==> config.mk <==
export PLATFORM = sky130hd
export DESIGN_NAME = flash_pool_region_allocator
export DESIGN_NICKNAME = d
export VERILOG_FILES = /design/src/design/fpra_pkg.sv /design/src/design/fpra_table.sv /design/src/design/fpra_gap.sv /design/src/design/flash_pool_region_allocator.sv
export SDC_FILE = /design/constraint.sdc
export NUM_CORES = 1
export LEC_CHECK = 0
export ABC_CLOCK_PERIOD_IN_PS = 11990
export BUFFER_PORTS_ARGS = -buffer_cell sky130_fd_sc_hd__buf_2
export CORE_ASPECT_RATIO = 0.5
export CORE_MARGIN = 8
export CORE_UTILIZATION = 40
export CTS_CLUSTER_SIZE = 30
export DETAILED_ROUTE_END_ITERATION = 7
export MAX_ROUTING_LAYER = met4
export SETUP_SLACK_MARGIN = 0.5
export SKIP_LAST_GASP = 1
export SLEW_MARGIN = 10
export SYNTH_ARGS = -nofsm -noshare
export SYNTH_HDL_FRONTEND = slang
export SYNTH_HIERARCHICAL = 1
export SYNTH_SLANG_ARGS = --single-unit
==> constraint.sdc <==
create_clock -name clk -period 11.99 [get_ports clk]
set_input_delay 3.597 -clock clk [delete_from_list [all_inputs] [get_ports clk]]
set_output_delay 3.597 -clock clk [all_outputs]
set_load 0.005 [all_outputs]
==> src/design/fpra_pkg.sv <==
// Shared types, constants and helpers for the flash pool region allocator.
// No dependencies.
package fpra_pkg;

  localparam int MAX_REGIONS = 8;
  localparam int ALIGN_BYTES = 65536;

  localparam int ADDR_W   = 24;
  localparam int SIZE_W   = 25;
  localparam int APP_W    = 4;
  localparam int STATUS_W = 3;
  localparam int CNT_W    = 4;
  localparam int CFG_W    = 1;
  localparam int IDX_W    = $clog2(MAX_REGIONS);
  localparam int CUR_W    = SIZE_W + 1;
  localparam int ALIGN_W  = $clog2(ALIGN_BYTES);

  localparam logic [ADDR_W-1:0] POOL_START_RST = 24'h92_0000;
  localparam logic [ADDR_W-1:0] POOL_END_RST   = 24'hF2_0000;

  localparam logic [CFG_W-1:0] CFG_POOL_START = 1'b0;
  localparam logic [CFG_W-1:0] CFG_POOL_END   = 1'b1;

  localparam logic OP_ADD    = 1'b0;
  localparam logic OP_REMOVE = 1'b1;

  typedef enum logic [STATUS_W-1:0] {
    ST_OK        = 3'd0,
    ST_BAD_SIZE  = 3'd1,
    ST_FULL      = 3'd2,
    ST_NO_GAP    = 3'd3,
    ST_NOT_FOUND = 3'd4
  } status_t;

  typedef struct packed {
    logic [ADDR_W-1:0] start;
    logic [SIZE_W-1:0] length;
    logic [APP_W-1:0]  app;
  } entry_t;

  typedef struct packed {
    logic             we;
    logic [IDX_W-1:0] waddr;
    entry_t           wdata;
    logic [IDX_W-1:0] raddr;
  } tbl_ctl_t;

  typedef struct packed {
    logic [SIZE_W-1:0] gap;
    logic [CUR_W-1:0]  cursor;
  } gap_step_t;

  function automatic logic [SIZE_W-1:0] align_up(input logic [SIZE_W-1:0] sz);
    logic [CUR_W-1:0] sum;
    sum = {1'b0, sz} + CUR_W'(ALIGN_BYTES - 1);
    sum[ALIGN_W-1:0] = '0;
    return sum[SIZE_W-1:0];
  endfunction

endpackage

==> src/design/fpra_table.sv <==
// Region table: one write port, one registered read port, write-to-read bypass.
// Depends on fpra_pkg.
module fpra_table (
  input  logic              clk,
  input  fpra_pkg::tbl_ctl_t ctl,
  output fpra_pkg::entry_t  rdata
);

  fpra_pkg::entry_t mem [fpra_pkg::MAX_REGIONS];

  always_ff @(posedge clk) begin
    if (ctl.we) begin
      mem[ctl.waddr] <= ctl.wdata;
    end
    if (ctl.we && ctl.waddr == ctl.raddr) begin
      rdata <= ctl.wdata;
    end else begin
      rdata <= mem[ctl.raddr];
    end
  end

endmodule

==> src/design/fpra_gap.sv <==
// One step of the gap walk: free span from cursor to a limit clipped at pool_end,
// and the cursor advanced past a region. Depends on fpra_pkg.
module fpra_gap (
  input  logic [fpra_pkg::CUR_W-1:0]  cursor,
  input  logic [fpra_pkg::ADDR_W-1:0] limit,
  input  logic [fpra_pkg::ADDR_W-1:0] pool_end,
  input  logic [fpra_pkg::CUR_W-1:0]  region_end,
  output fpra_pkg::gap_step_t         step
);

  logic [fpra_pkg::ADDR_W-1:0] stop;
  logic [fpra_pkg::CUR_W-1:0]  stop_ext;
  logic [fpra_pkg::CUR_W-1:0]  diff;

  always_comb begin
    stop     = (limit < pool_end) ? limit : pool_end;
    stop_ext = {2'b00, stop};
    diff     = stop_ext - cursor;
    step.gap = (stop_ext > cursor) ? diff[fpra_pkg::SIZE_W-1:0] : '0;
    // cursor never moves backward
    step.cursor = (region_end > cursor) ? region_end : cursor;
  end

endmodule

==> src/design/flash_pool_region_allocator.sv <==
// Flash pool region allocator: a start/busy command port for add and remove
// requests, a one-cycle done strobe carrying the result, and a write-only
// configuration port for the pool bounds. Regions live in a small table memory
// with one read and one write per cycle; every request walks that table one
// entry a cycle (add: fit scan, shift up, gap scan; remove: search, shift down,
// gap scan with renumbering). The done strobe cannot be stalled: sample the
// result fields in the cycle done is high. busy is low in that same cycle, so
// the next start may be issued there. Pool bounds may only be written while
// busy is low. Depends on fpra_pkg, fpra_table, fpra_gap.
module flash_pool_region_allocator (
  input  logic                          clk,
  input  logic                          rst,
  input  logic                          start,
  output logic                          busy,
  input  logic                          opcode,
  input  logic [fpra_pkg::SIZE_W-1:0]   req_bytes,
  input  logic [fpra_pkg::ADDR_W-1:0]   region_address,
  output logic                          done,
  output logic [fpra_pkg::STATUS_W-1:0] status,
  output logic [fpra_pkg::ADDR_W-1:0]   placed_offset,
  output logic [fpra_pkg::SIZE_W-1:0]   placed_size,
  output logic [fpra_pkg::APP_W-1:0]    app_number,
  output logic [fpra_pkg::CNT_W-1:0]    region_count,
  output logic [fpra_pkg::SIZE_W-1:0]   largest_gap,
  input  logic                          cfg_write,
  input  logic [fpra_pkg::CFG_W-1:0]    cfg_index,
  input  logic [fpra_pkg::ADDR_W-1:0]   cfg_data
);

  typedef enum logic [5:0] {
    S_IDLE     = 6'b000001,
    S_FIT      = 6'b000010,
    S_SHIFT_UP = 6'b000100,
    S_FIND     = 6'b001000,
    S_SHIFT_DN = 6'b010000,
    S_GAP      = 6'b100000
  } state_t;

  state_t state, state_next;

  logic [fpra_pkg::CNT_W-1:0]    idx, idx_next;
  logic [fpra_pkg::CNT_W-1:0]    total, total_next;
  logic [fpra_pkg::CNT_W-1:0]    pos, pos_next;
  logic [fpra_pkg::SIZE_W-1:0]   size_al, size_al_next;
  logic [fpra_pkg::ADDR_W-1:0]   addr, addr_next;
  logic [fpra_pkg::CUR_W-1:0]    cursor, cursor_next;
  logic [fpra_pkg::SIZE_W-1:0]   best, best_next;
  logic                          renum, renum_next;
  logic [fpra_pkg::ADDR_W-1:0]   pool_start, pool_end;

  logic [fpra_pkg::STATUS_W-1:0] status_next;
  logic [fpra_pkg::ADDR_W-1:0]   placed_offset_next;
  logic [fpra_pkg::SIZE_W-1:0]   placed_size_next;
  logic [fpra_pkg::APP_W-1:0]    app_number_next;
  logic [fpra_pkg::CNT_W-1:0]    region_count_next;
  logic [fpra_pkg::SIZE_W-1:0]   largest_gap_next;
  logic                          done_next;

  fpra_pkg::tbl_ctl_t            tbl;
  fpra_pkg::entry_t              rdata;
  fpra_pkg::gap_step_t           step;
  logic                          in_range;
  logic [fpra_pkg::ADDR_W-1:0]   limit;
  logic [fpra_pkg::CUR_W-1:0]    region_end;
  logic [fpra_pkg::ADDR_W-1:0]   span;
  logic [fpra_pkg::CNT_W-1:0]    raddr_full;
  logic [fpra_pkg::CUR_W-1:0]    pool_start_ext;

  fpra_table u_table (
    .clk   (clk),
    .ctl   (tbl),
    .rdata (rdata)
  );

  fpra_gap u_gap (
    .cursor     (cursor),
    .limit      (limit),
    .pool_end   (pool_end),
    .region_end (region_end),
    .step       (step)
  );

  assign busy           = (state != S_IDLE);
  assign in_range       = (idx < total);
  assign limit          = in_range ? rdata.start : pool_end;
  assign region_end     = {2'b00, rdata.start} + {1'b0, rdata.length};
  assign span           = (pool_end > pool_start) ? (pool_end - pool_start) : '0;
  assign pool_start_ext = {2'b00, pool_start};

  always_comb begin
    state_next         = state;
    idx_next           = idx;
    total_next         = total;
    pos_next           = pos;
    size_al_next       = size_al;
    addr_next          = addr;
    cursor_next        = cursor;
    best_next          = best;
    renum_next         = renum;
    status_next        = status;
    placed_offset_next = placed_offset;
    placed_size_next   = placed_size;
    app_number_next    = app_number;
    region_count_next  = region_count;
    largest_gap_next   = largest_gap;
    done_next          = 1'b0;
    tbl.we             = 1'b0;
    tbl.waddr          = idx[fpra_pkg::IDX_W-1:0];
    tbl.wdata          = rdata;

    case (state)
      S_IDLE: begin
        if (start) begin
          status_next        = fpra_pkg::ST_OK;
          placed_offset_next = '0;
          placed_size_next   = '0;
          app_number_next    = '0;
          idx_next           = '0;
          cursor_next        = pool_start_ext;
          best_next          = '0;
          renum_next         = 1'b0;
          addr_next          = region_address;
          if (opcode == fpra_pkg::OP_ADD) begin
            if (total >= fpra_pkg::CNT_W'(fpra_pkg::MAX_REGIONS)) begin
              status_next = fpra_pkg::ST_FULL;
              state_next  = S_GAP;
            end else if (req_bytes == '0 || req_bytes > {1'b0, span}) begin
              status_next = fpra_pkg::ST_BAD_SIZE;
              state_next  = S_GAP;
            end else begin
              size_al_next = fpra_pkg::align_up(req_bytes);
              state_next   = S_FIT;
            end
          end else begin
            state_next = S_FIND;
          end
        end
      end

      S_FIT: begin
        // past the last region the limit is pool_end itself
        if (step.gap >= size_al) begin
          pos_next   = idx;
          idx_next   = total;
          state_next = S_SHIFT_UP;
        end else if (in_range) begin
          cursor_next = step.cursor;
          idx_next    = idx + 1'b1;
        end else begin
          status_next = fpra_pkg::ST_NO_GAP;
          idx_next    = '0;
          cursor_next = pool_start_ext;
          state_next  = S_GAP;
        end
      end

      S_SHIFT_UP: begin
        tbl.we = 1'b1;
        if (idx > pos) begin
          idx_next = idx - 1'b1;
        end else begin
          tbl.wdata.start    = cursor[fpra_pkg::ADDR_W-1:0];
          tbl.wdata.length   = size_al;
          tbl.wdata.app      = total[fpra_pkg::APP_W-1:0];
          total_next         = total + 1'b1;
          placed_offset_next = cursor[fpra_pkg::ADDR_W-1:0];
          placed_size_next   = size_al;
          app_number_next    = total[fpra_pkg::APP_W-1:0];
          idx_next           = '0;
          cursor_next        = pool_start_ext;
          state_next         = S_GAP;
        end
      end

      S_FIND: begin
        if (in_range && rdata.start == addr) begin
          state_next = S_SHIFT_DN;
        end else if (in_range) begin
          idx_next = idx + 1'b1;
        end else begin
          status_next = fpra_pkg::ST_NOT_FOUND;
          idx_next    = '0;
          cursor_next = pool_start_ext;
          state_next  = S_GAP;
        end
      end

      S_SHIFT_DN: begin
        if (idx + 1'b1 < total) begin
          tbl.we   = 1'b1;
          idx_next = idx + 1'b1;
        end else begin
          total_next  = total - 1'b1;
          renum_next  = 1'b1;
          idx_next    = '0;
          cursor_next = pool_start_ext;
          state_next  = S_GAP;
        end
      end

      S_GAP: begin
        if (in_range) begin
          best_next   = (step.gap > best) ? step.gap : best;
          cursor_next = step.cursor;
          idx_next    = idx + 1'b1;
          // after a remove, renumber in offset order on the same pass
          if (renum) begin
            tbl.we        = 1'b1;
            tbl.wdata.app = idx[fpra_pkg::APP_W-1:0];
          end
        end else begin
          largest_gap_next  = (step.gap > best) ? step.gap : best;
          region_count_next = total;
          done_next         = 1'b1;
          state_next        = S_IDLE;
        end
      end

      default: begin
        state_next = S_IDLE;
      end
    endcase

    // read address is taken from the next index to match the registered read
    case (state_next)
      S_SHIFT_UP: raddr_full = idx_next - 1'b1;
      S_SHIFT_DN: raddr_full = idx_next + 1'b1;
      default:    raddr_full = idx_next;
    endcase
    tbl.raddr = raddr_full[fpra_pkg::IDX_W-1:0];
  end

  always_ff @(posedge clk) begin
    if (rst) begin
      state      <= S_IDLE;
      total      <= '0;
      done       <= 1'b0;
      renum      <= 1'b0;
      pool_start <= fpra_pkg::POOL_START_RST;
      pool_end   <= fpra_pkg::POOL_END_RST;
    end else begin
      state <= state_next;
      total <= total_next;
      done  <= done_next;
      renum <= renum_next;
      if (cfg_write) begin
        case (cfg_index)
          fpra_pkg::CFG_POOL_START: pool_start <= cfg_data;
          fpra_pkg::CFG_POOL_END:   pool_end   <= cfg_data;
          default: ;
        endcase
      end
    end
  end

  always_ff @(posedge clk) begin
    idx           <= idx_next;
    pos           <= pos_next;
    size_al       <= size_al_next;
    addr          <= addr_next;
    cursor        <= cursor_next;
    best          <= best_next;
    status        <= status_next;
    placed_offset <= placed_offset_next;
    placed_size   <= placed_size_next;
    app_number    <= app_number_next;
    region_count  <= region_count_next;
    largest_gap   <= largest_gap_next;
  end

endmodule

-- After elaboration in Yosys (flattened, before gate mapping)
Memory sizes are Yosys's and may differ from the RTL's. A register that Yosys moved wholly into a read port is not among the register bits.
Cells that the tools add are included.
- flip-flop bits (word level): 237
- bits in latches: 0
- memory bits (writable): 424
- bits in read-only memories: 0
- output and inout bits: 87
- memories kept: 1
- $add $sub $neg: 10
- $mul: 0
- divide/modulo/power cells: 0
- order comparisons: 11
- equal/unequal tests: 18
- shift operators: 0
- multiplexer cells: 73
- bitwise operators: 6
- reduce and logical (&&, ||, !) cells: 22
- memory list (memory ; words ; width ; rd ports ; clocked after memory_dff ; write ports ; RTL line ; source):
    u_table.mem ; 8 ; 53 ; 1 ; 1 ; 1 ; fpra_table.sv:9 ; fpra_pkg::entry_t mem [fpra_pkg::MAX_REGIONS];
- operators with widths (kind ; count):
    $mux W26 ; 9
    $pmux W26 S6 ; 1
    $mux W25 ; 5
    $mux W24 ; 5
    $pmux W25 S2 ; 2
    $mux W6 ; 10
    $mux W53 ; 1
    $mux W4 ; 13
    $mux W49 ; 1
    $pmux W24 S2 ; 1
    $pmux W6 S6 ; 1
    $add A24 B25 Y26 ; 1
    $gt A24 B26 Y1 ; 1
    $gt A26 B26 Y1 ; 1
    $add A25 B16 Y25 const B ; 1
    $ge A25 B25 Y1 ; 1
    $gt A25 B24 Y1 ; 1
    $gt A25 B25 Y1 ; 1
    $logic_not A25 Y1 ; 1
    $sub A24 B25 Y25 ; 1
    $eq A24 B24 Y1 ; 1
    $gt A24 B24 Y1 ; 1
    $lt A24 B24 Y1 ; 1
    $pmux W4 S2 ; 3
    other kinds (36) ; 76

-- Longest topological paths before layout
Gate-level depths: netlist (run 1).
- depth in word-level cells: 11
- depth in mapped cells: 40
- depth with buffers taken out: 36

-- Hierarchy
The synthesis (run 1) kept the hierarchy.
- modules (own cells, without submodules) (module ; instances ; cells each ; area each (um^2) ; seq. area each (um^2)):
    fpra_table ; 1 ; 629 ; 16050.4 ; 12792.3
    flash_pool_region_allocator ; 1 ; 1514 ; 14236.2 ; 6005.8
    fpra_gap ; 1 ; 453 ; 3519.6 ; 0.0

-- Worst setup path before layout (run 1)
OpenSTA, ideal clock, no wires.
- path type: flip-flop to flip-flop
- start: register idx[1] (netlist bit)
- end: register cursor[0] (netlist bit), enable pin
- library setup time: 0.442 ns
- data arrival time: 8.939 ns
- required time: 11.548 ns
- setup slack: 2.609 ns
- cell stages (with the launch flop): 31
- period minus slack after synthesis: 9.381 ns
- cell sequence: dfxtp_1 ha_1 a21boi_0 o21ai_0 o2bb2ai_1 clkbuf_1 buf_2 mux2_2 ha_1 and3_1 a221o_1 a221oi_2 o221ai_2 buf_2 mux2_2 ha_1 buf_2 nand4_1 o22a_1 a311oi_2 a2111oi_4 a21o_4 nor4b_1 ha_1 nor2b_1 o21ai_0 a21oi_1 o31ai_1 a31o_2 a21oi_4 nor3_1
- RTL lines (item ; RTL line ; source):
    start: declaration ; flash_pool_region_allocator.sv:41 ; logic [fpra_pkg::CNT_W-1:0] idx, idx_next;
    start signal: assignment ; flash_pool_region_allocator.sv:257 ; idx <= idx_next;
    end signal: assignment ; flash_pool_region_allocator.sv:261 ; cursor <= cursor_next;
    end: declaration ; flash_pool_region_allocator.sv:46 ; logic [fpra_pkg::CUR_W-1:0] cursor, cursor_next;

==> results.toml, run 1 <==
[global_routing]
grt.total_usage_pct = 20.75
grt_pass1_vias = 21440
grt_antenna_before_repair = 3
wire_length_of_the_first_global_routing_pass_mm = 140.4
grt_overflow_total = 0
grt_max_degree = 58

[power_and_ir_drop]
worst_vdd_drop_uv = 234.1
pwr_cell_area_nw_per_um2 = 248.3
total_switching_power_w = 0.003463
p_comb_share_pct = 47.8
clockPowerShare_pct = 21.3
totalPowerFinal_w = 0.009042
netSwitchingFraction_pct = 38.30
power.leakage_nw = 13.69
p_int_w = 0.005579
p_seq_share_pct = 30.8

[worst_setup_path]
crit_path_max_incr_delay_ns = 0.68
timing.setup.critical_path_class = "flip-flop to flip-flop"
crit_path_frequent_cell = "ha_1"
required_ns = 12.54
timing.critical_path.slowest_stage_cell = "nor4b_1"
worstSetupStartpointType = "flip-flop"
timing.critical_path.arrival_ns = 10.66
critical_path.endpoint_type = "flip-flop"
path_max_fanout = 24

[logic_synthesis]
syn_avg_cell_area_um2 = 12.80
post_synth_instance_area_um2 = 32560
yosys_warnings = 6
synthesis.instances = 2543

[place]
numPortBuffers = 149
post-dp-hpwl_mm = 67.10
place_ws_ns = 2.092
place_congestion = 0.9651

[floorplanning]
die_width_um = 419.5
io_pins = 166
die-area_um2 = 91340
core.rowCount = 74
die_y_um = 217.7
design.core.area_um2 = 81110
start_util_pct = 40.15

[clocking]
setup_buffers_after_cts = 0
cts-htree-levels = 2
post_cts_resize_count = 0
root_buffer = "clkbuf_16"
cts.hold.buffers_added = 0
cts_tree = "yes"
clock_input_transition_at_the_sequential_cells_of_the_worst_setup_and_hold_paths_ns = 0.07
cts_num_sinks = 616
total_cts_buffers = 56
worstSkewPairLatency_ns = 0.63
clock_path_buffers = 3

[detailed_routing]
viasPerCell = 5.615
drtAntennaViolNets = 0
drt_pass1_iterations = 6
post-route-drc-count = 0
drt_iter0_drc = 1873
num_vias = 21540
routed_wire_length_per_instance_um = 24.49
wl_mm = 93.95

[sta]
timing.slew.headroom_pct = 22.39
worst-slew-pin-transition_ns = 1.161
clock.fmax_mhz = 98.85
finalHoldWorstSlack_ns = 0.4510
final.setup.worst_slack_ns = 1.874
setup_viol = 0
grt_setup_unrepaired = "no"
finalCritPeriodShare_pct = 84.37
slew_viol_final = 0
timing_hold_violations_final = 0
min_period_ns = 10.12
clock-skew-final_ns = 0.03241
fin_tns_setup_ns = 0

[final_layout]
final_nets = 2963
area_growth_syn_to_layout_pct = 11.84
layout-drive-gt1-share_pct = 21.31

[run]
max-cap-violations = 0

[min_path]
worst_hold_path_type = "flip-flop to flip-flop"

[status]
run_status = "finished clean"
critical path, delay by kind of cell (launching register included):
family	cells	cell delay [ns]
AO/OA/AOI/OAI	18	4.48
AND/OR/NAND/NOR	4	1.13
buffers and inverters	2	0.85
multiplexers	3	0.98
adder cells (fa/ha/maj)	5	1.83
XOR/XNOR	1	0.16
flip-flops	1	0.58
cell type report:
cell class	count	area, um^2
clock inverter	41	501.7
fill	7352	44690
antenna	3	7.507
multi-input combinational	1670	13620
clock buffer	63	1449
tap	1102	1379
inverter	156	585.6
timing repair buffer	185	1028
sequential	616	17850
layout by cell type, fill, tap and decap left out, types with 10 or more instances in the layout:
cell         n
inv_1      156
nor2b_1     22
buf_2      149
buf_4       35
ha_1       194
a21o_1      59
clkinv_1    10
nand2b_1    17
o21a_1      14
mux2_4      21
nor3_1      30
mux4_2      98
nor2_1      93
nand4_1     34
conb_1      17
o31ai_1     10
edfxtp_1   550
xnor2_1     48
dfxtp_1     63
mux2_2     125
bufinv_16   11
nand3_1     60
a211oi_1    12
nor4_1      14
o21ai_0     76
a21oi_1    157
clkbuf_16   57
nand2_1    284
nand3b_1    11
xor2_1      44
and2_1      49
path summary, 6_finish.rpt:
path                      startpoint            endpoint  slack, ns  cells after the start
setup / recovery      idx[1]$_DFF_P_           flip-flop       1.87                     33
hold / removal    renum$_SDFFE_PP0P_  renum$_SDFFE_PP0P_       0.45                      2
setup reg to reg      idx[1]$_DFF_P_           flip-flop       1.87                     33
hold reg to reg   renum$_SDFFE_PP0P_  renum$_SDFFE_PP0P_       0.45                      2
metal layers:
layer / part of all wire (%) / wire, um / global-route usage [%]
met1: 47 / 43840 / 29.76
met2: 46 / 42870 / 32.06
met3: 5.9 / 5576 / 2.397
met4: 1.8 / 1660 / 4.153
met5: 0 / 0 / -
flip-flops by register name (all words and copies together), names as in the netlist, named ones only:
name / cells
addr: 24
app_number: 4
best: 25
cursor: 26
done: 1
idx: 4
largest_gap: 25
placed_offset: 24
placed_size: 9
pool_end: 24
pool_start: 24
pos: 4
region_count: 4
renum: 1
size_al: 9
state: 6
status: 3
total: 4
u_table/mem: 392
per-stage QoR:
step                      instances  area, um^2  util [%]
after floorplan                2558       32620         -
after CTS                      3833       36410     44.89
after global routing           3836       36420     44.90
after global placement         3729       34460     42.48
after detailed placement       3729       34460     42.48
final                          3836       36420     44.90
power groups by stage:
stage          Sequential [W]  Combinational (W)  Clock (W)
2_1_floorplan         0.00273            0.00325          0
3_3_place_gp          0.00284            0.00422          0
3_5_place_dp          0.00284            0.00425          0
4_1_cts               0.00279            0.00428    0.00197
5_1_grt               0.00280            0.00470    0.00205
6_report              0.00279            0.00433    0.00193
(Power assumes the default switching activity.)
==> inputs of run 2 (changes only) <==
--- a/config.mk
+++ b/config.mk
@@ -5,7 +5,7 @@
 export SDC_FILE = /design/constraint.sdc
 export NUM_CORES = 1
 export LEC_CHECK = 0
-export ABC_CLOCK_PERIOD_IN_PS = 11990
+export ABC_CLOCK_PERIOD_IN_PS = 10500
 export BUFFER_PORTS_ARGS = -buffer_cell sky130_fd_sc_hd__buf_2
 export CORE_ASPECT_RATIO = 0.5
 export CORE_MARGIN = 8
==> constraint.sdc (replaced) <==
create_clock -name clk -period 10.5 [get_ports clk]
set_input_delay 3.15 -clock clk [delete_from_list [all_inputs] [get_ports clk]]
set_output_delay 3.15 -clock clk [all_outputs]
set_load 0.005 [all_outputs]
==> run 2 against run 1 <==
Effect of this change: critical path depth shrank 4; clock skew shrank 0.0091 ns; largest cell class unchanged; worst hold slack gained 0.0070 ns; clock power grew 13%; design area grew 0.18%; wire length grew 0.45%; sequential cell count is the same; core utilization grew 0.080 points; total power grew 15%; first-iteration DRC count grew 21%; die area is the same.
==> results.toml, run 2 (same netlist as run 1, synthesis figures left out) <==
[worst_setup_path]
worstSetupStartpointType = "flip-flop"
path_max_fanout = 26
worst-path-buf-inv = 2
required_ns = 10.89
ff_to_ff_end = "best[24]$_SDFFCE_PP0P_"
crit_path_max_incr_delay_ns = 0.79
timing.critical_path.arrival_ns = 9.86
critPathTopFamily = "compound AO/OA/AOI/OAI gates"
timing.critical_path.slowest_stage_cell = "nor3b_1"
ff2ff_path_depth = 29
timing.setup.critical_path_class = "flip-flop to flip-flop"
crit_path_frequent_cell = "a21o_1"
r2r_setup_slack_ns = 1.02
critical_path.endpoint_type = "flip-flop"

[clocking]
clock_path_buffers = 3
root_buffer = "clkbuf_16"
setup_buffers_after_cts = 0
cts_num_sinks = 616
total_cts_buffers = 57
cts-htree-levels = 2
clock_input_transition_at_the_sequential_cells_of_the_worst_setup_and_hold_paths_ns = 0.07
cts_tree = "yes"
worstSkewPairLatency_ns = 0.63

[min_path]
min_delay_endpoint = "renum$_SDFFE_PP0P_"
hold_depth = 2
worst_hold_path_type = "flip-flop to flip-flop"
hold_start = "renum$_SDFFE_PP0P_"

[final_layout]
layout-drive-gt1-share_pct = 21.33
area_of_the_multi_input_gates_um2 = 13650
area_growth_syn_to_layout_pct = 12.04
commonest_non_fill_non_tap_cell_in_the_layout = "edfxtp_1"
stdcell_area_um2 = 36480
area.sequential_um2 = 17850
layout_common_cells = "edfxtp_1 (550), nand2_1 (284), ha_1 (194)"
final_nets = 2970
regMostFlops = "u_table/mem"
layout.filler_cells = 7388
final_cell_count_no_fill = 3846
layout_top_registers = "u_table/mem (392), cursor (26)"
largest_register_ffs = 392

[global_routing]
grt_antenna_before_repair = 11
grt_pass1_vias = 20750
grt.total_usage_pct = 20.69
grt_max_degree = 58
wire_length_of_the_first_global_routing_pass_mm = 137.9
grt_overflow_total = 0

[floorplanning]
io_pins = 166
die-area_um2 = 91340
die_y_um = 217.7
core.rowCount = 74
start_util_pct = 40.15
design.core.area_um2 = 81110
die_width_um = 419.5

[detailed_routing]
routed_wire_length_per_instance_um = 24.54
drt_pass1_iterations = 5
drt_iter0_drc = 2275
post-route-drc-count = 0
num_vias = 21390
viasPerCell = 5.563
wl_mm = 94.37
drtAntennaViolNets = 0

[place]
place_congestion = 0.9389
post-dp-hpwl_mm = 67.84
numPlacedInstances = 3735
detailed_place.area_um2 = 34510
numPortBuffers = 149

[sta]
clock.fmax_mhz = 105.5
timing_hold_violations_final = 0
fin_tns_setup_ns = 0
grt_setup_unrepaired = "yes"
clock-skew-final_ns = 0.02335
setup_viol = 0
min_period_ns = 9.477
timing.slew.headroom_pct = 20.30
finalCritPeriodShare_pct = 90.26
worst-slew-pin-transition_ns = 1.193
slew_viol_final = 0

[run]
max-cap-violations = 0

[power_and_ir_drop]
pwr_cell_area_nw_per_um2 = 284.3
worst_vdd_drop_uv = 224.2
power.leakage_nw = 13.72

[status]
run_status = "finished clean"
run 2: cell types whose count changed in the layout (fill, tap and decap cells not counted), moves of 2 or more:
| cell | delta |
|---|---|
| clkinvlp_4 | -2 |
| clkbuf_1 | +7 |
| clkinv_4 | -2 |
| clkinv_2 | -2 |
| diode_2 | +3 |
| buf_4 | +6 |
| clkinv_8 | +2 |
run 2: layer usage:
layer	global-route usage, %	up-vias	part of all wire (%)
met5	-	-	0
met4	4.875	0	2.3
met3	3.853	121	6.9
met2	31.26	734	45
met1	29.04	10750	46
li1	-	9793	-
run 2: worst register-to-register path, delay by kind of cell, from the launching register on:
family | cells | cell delay (ns)
muxes | 5 | 1.93
buffers and inverters | 2 | 0.77
and+or+nand+nor | 10 | 2.33
adders and majority gates | 3 | 1.06
DFF | 1 | 0.72
AOI/OAI and AO/OA | 9 | 2.39
run 2: where the power goes:
part           switching, W  internal [W]
combinational       0.00291       0.00209
sequential         0.000153       0.00303
clock              0.000934       0.00125
total               0.00400       0.00637
run 2: area by class of cell:
type / instances / area share [%]
Clock buffer: 70 / 4.044
Multi-Input combinational cell: 1670 / 37.41
Antenna cell: 6 / 0.04116
Tap cell: 1102 / 3.780
Inverter: 156 / 1.605
Clock inverter: 35 / 1.255
Sequential cell: 616 / 48.92
Timing Repair Buffer: 191 / 2.943
run 2: how the worst max path moves through the flow:
| stage | from | end | slack, ns | depth (start not counted) |
|---|---|---|---|---|
| 2_1_floorplan | idx[1]$_DFF_P_ | cursor[0]$_DFFE_PP_ | 1.14 | 30 |
| 3_3_place_gp | flip-flop | flip-flop | 0.93 | 31 |
| 3_5_place_dp | flip-flop | flip-flop | 0.81 | 31 |
| 4_1_cts | flip-flop | flip-flop | 0.76 | 31 |
| 5_1_grt | flip-flop | flip-flop | 0.48 | 29 |
| 6_report | flip-flop | best[24]$_SDFFCE_PP0P_ | 1.02 | 29 |
run 2: timing repair:
item / CTS / global route
hold buffers: 0 / 0
endpoints found under the setup margin: 0 / 77
gates resized for setup: 0 / 3
run 2: per-stage QoR:
step           utilization, %  hold WS, ns  setup WS, ns  power [W]
2_1_floorplan               -       0.4319         1.139   0.006833
4_1_cts                 44.93       0.4616        0.7643    0.01032
6_report                44.98       0.4580         1.023    0.01037
3_5_place_dp            42.55       0.4522        0.8067   0.008109
5_1_grt                 44.98       0.5101        0.4760    0.01093
3_3_place_gp            42.55       0.4384        0.9302   0.008082
==> inputs of run 3 (changes only) <==
--- a/config.mk
+++ b/config.mk
@@ -18,5 +18,4 @@
 export SLEW_MARGIN = 10
 export SYNTH_ARGS = -nofsm -noshare
 export SYNTH_HDL_FRONTEND = slang
-export SYNTH_HIERARCHICAL = 1
 export SYNTH_SLANG_ARGS = --single-unit
==> run 3 against run 2 <==
Effect of this change: critical path type unchanged; largest power group unchanged; worst hold slack improved by 0.023 ns; largest cell class unchanged; die area shrank 0.89%; critical path depth up 6.
==> results.toml, run 3 <==
[place]
place_ws_ns = 0.4878
numPortBuffers = 149
post-dp-hpwl_mm = 67.46
numPlacedInstances = 3822
place_congestion = 0.9401
detailed_place.area_um2 = 34440

[worst_setup_path]
required_ns = 10.97
crit_cells = 35
timing.critical_path.arrival_ns = 9.97
worst-path-buf-inv = 2
crit_path_max_incr_delay_ns = 0.90
timing.critical_path.slowest_stage_cell = "a221oi_1"
worstSetupStartpointType = "flip-flop"
critical_path.endpoint_type = "flip-flop"
critPathTopFamily = "compound AO/OA/AOI/OAI gates"
path_max_fanout = 27
timing.setup.critical_path_class = "flip-flop to flip-flop"
ff2ff_path_depth = 35
r2r_setup_slack_ns = 1.0

[final_layout]
final_nets = 3088
layout_top_registers = "u_table.mem (392), cursor (26)"
largest_register_ffs = 392
layout-drive-gt1-share_pct = 18.20
layout.filler_cells = 7234
final_cell_count_no_fill = 3946
area.sequential_um2 = 17850
regMostFlops = "u_table.mem"
commonest_non_fill_non_tap_cell_in_the_layout = "edfxtp_1"
area_of_the_multi_input_gates_um2 = 13470
area_growth_syn_to_layout_pct = 13.89
stdcell_area_um2 = 36740
layout_common_cells = "edfxtp_1 (550), nand2_1 (204), nor2_1 (196)"

[sta]
worst-slew-pin-transition_ns = 1.188
clock-skew-final_ns = 0.03237
slew_viol_final = 0
grt_setup_unrepaired = "no"
setup_viol = 0
final.setup.worst_slack_ns = 0.9971
finalCritPeriodShare_pct = 90.50
clock.fmax_mhz = 105.2
timing.slew.headroom_pct = 20.82
timing_hold_violations_final = 0
min_period_ns = 9.503
fin_tns_setup_ns = 0

[status]
run_status = "finished clean"

[run]
max-cap-violations = 0

[logic_synthesis]
synth.top_cells.by_area = "edfxtp_1 (51%), ha_1 (7.5%), mux4_2 (5.2%)"
synth.lib_cells_used.distinct = 93
yosys_warnings = 0
syn_avg_cell_area_um2 = 12.26
postSynth.asyncResetShare_pct = 0
synthesis.instances = 2631
most_instantiated_flip_flop_cell_in_the_synthesis_netlist = "edfxtp_1"
post_synth_instance_area_um2 = 32250
netlist.area_leader.share_pct = 51.20
ys_ff_latch = 616
synthMostInstantiatedCell = "edfxtp_1"
synth_common_cells = "edfxtp_1 (550), nor2_1 (207), nand2_1 (205)"
synth.yosys.seq_area_share_pct = 55.30
biggest_area_consumer_among_synthesized_cells = "edfxtp_1"
synth_edf_count = 550

[clocking]
cts_num_sinks = 616
clock_input_transition_at_the_sequential_cells_of_the_worst_setup_and_hold_paths_ns = 0.07
cts-htree-levels = 2
worstSkewPairLatency_ns = 0.66
total_cts_buffers = 56
cts_tree = "yes"
root_buffer = "clkbuf_16"
clock_path_buffers = 3

[detailed_routing]
drtAntennaViolNets = 0
num_vias = 22230
drt_pass1_iterations = 7
post-route-drc-count = 0
viasPerCell = 5.633
routed_wire_length_per_instance_um = 24.26
wl_mm = 95.71
drt_iter0_drc = 2194

[floorplanning]
start_util_pct = 40.50
die_y_um = 216.8
io_pins = 166
design.core.area_um2 = 79650
die_width_um = 417.6
core.rowCount = 73
die-area_um2 = 90530

[global_routing]
grt_overflow_total = 0
grt.total_usage_pct = 20.86
wire_length_of_the_first_global_routing_pass_mm = 141.0
grt_pass1_vias = 21640
grt_max_degree = 60
grt_antenna_before_repair = 6

[min_path]
worst_hold_path_type = "flip-flop to flip-flop"

[power_and_ir_drop]
pwr_cell_area_nw_per_um2 = 322.1
power.leakage_nw = 13.66
worst_vdd_drop_uv = 199.0
## run 3: how the worst min path moves through the flow
stage	from	end	slack [ns]	cells after the start
after floorplan	renum$_SDFFE_PP0P_	renum$_SDFFE_PP0P_	0.44	2
after global placement	renum$_SDFFE_PP0P_	renum$_SDFFE_PP0P_	0.46	2
after detailed placement	renum$_SDFFE_PP0P_	renum$_SDFFE_PP0P_	0.46	2
after CTS	renum$_SDFFE_PP0P_	renum$_SDFFE_PP0P_	0.48	2
after global routing	pool_start[19]$_SDFFE_PP0P_	pool_start[19]$_SDFFE_PP0P_	0.50	2
final	pool_start[5]$_SDFFE_PP0P_	pool_start[5]$_SDFFE_PP0P_	0.48	2
## run 3: kinds of logic (layout without fill, tap and decap cells)
kind of cell               after synthesis  in the layout  synth area share (%)
and+or+nand+nor                        719            719                 10.62
buffers and inverters                  289            498                 3.720
adders and majority gates              199            199                 7.836
AOI/OAI and AO/OA                      532            532                 10.75
other                                    1             20               0.01163
DFF                                    616            616                 55.30
xor gates and xnor gates                81             81                 2.199
muxes                                  194            194                 9.566
## run 3: repair_timing
action                     in CTS  in global routing
buffers inserted                1                 14
pin swaps                       0                  1
resized for setup               0                 28
hold buffers                    0                  0
setup endpoints to repair       1                 51
gates cloned                    0                  2
## run 3: report_power, final
part | internal, W | total [W] | switching, W
clock | 0.00126 | 0.00223 | 0.000970
sequential | 0.00313 | 0.00326 | 0.000128
combinational | 0.00246 | 0.00635 | 0.00389
## run 3: layout make-up
cell class | count | share of cell area, %
timing repair inverter | 1 | 0.01362
inverter | 172 | 1.768
clock inverter | 41 | 1.420
clock buffer | 64 | 3.982
sequential | 616 | 48.59
antenna | 2 | 0.01362
multi-input combinational | 1743 | 36.67
tap | 1087 | 3.702
timing repair buffer | 220 | 3.842
## run 3: per-layer routing
layer,track usage [%],share of wire (%),up-vias
met5,-,0,-
li1,-,-,10180
met4,5.193,2.4,0
met1,29.44,45,11120
met3,3.118,7.3,132
met2,31.80,45,798
## run 3: worst register-to-register path: cells and delay by family, from the launching register on
kind | cells | cell delay (ns)
flip-flops | 1 | 0.63
XOR/XNOR | 1 | 0.15
multiplexers | 2 | 0.45
buffers and inverters | 2 | 0.53
AND/OR/NAND/NOR | 10 | 1.57
AO/OA/AOI/OAI | 17 | 4.81
adder cells (fa/ha/maj) | 3 | 1.19
## run 3: per-stage QoR
stage / utilization (%) / total power [W] / hold WS, ns
2_1_floorplan: - / 0.007515 / 0.4369
3_3_place_gp: 43.24 / 0.009288 / 0.4592
3_5_place_dp: 43.24 / 0.009339 / 0.4591
4_1_cts: 45.76 / 0.01160 / 0.4779
5_1_grt: 46.12 / 0.01252 / 0.4986
6_report: 46.12 / 0.01183 / 0.4812
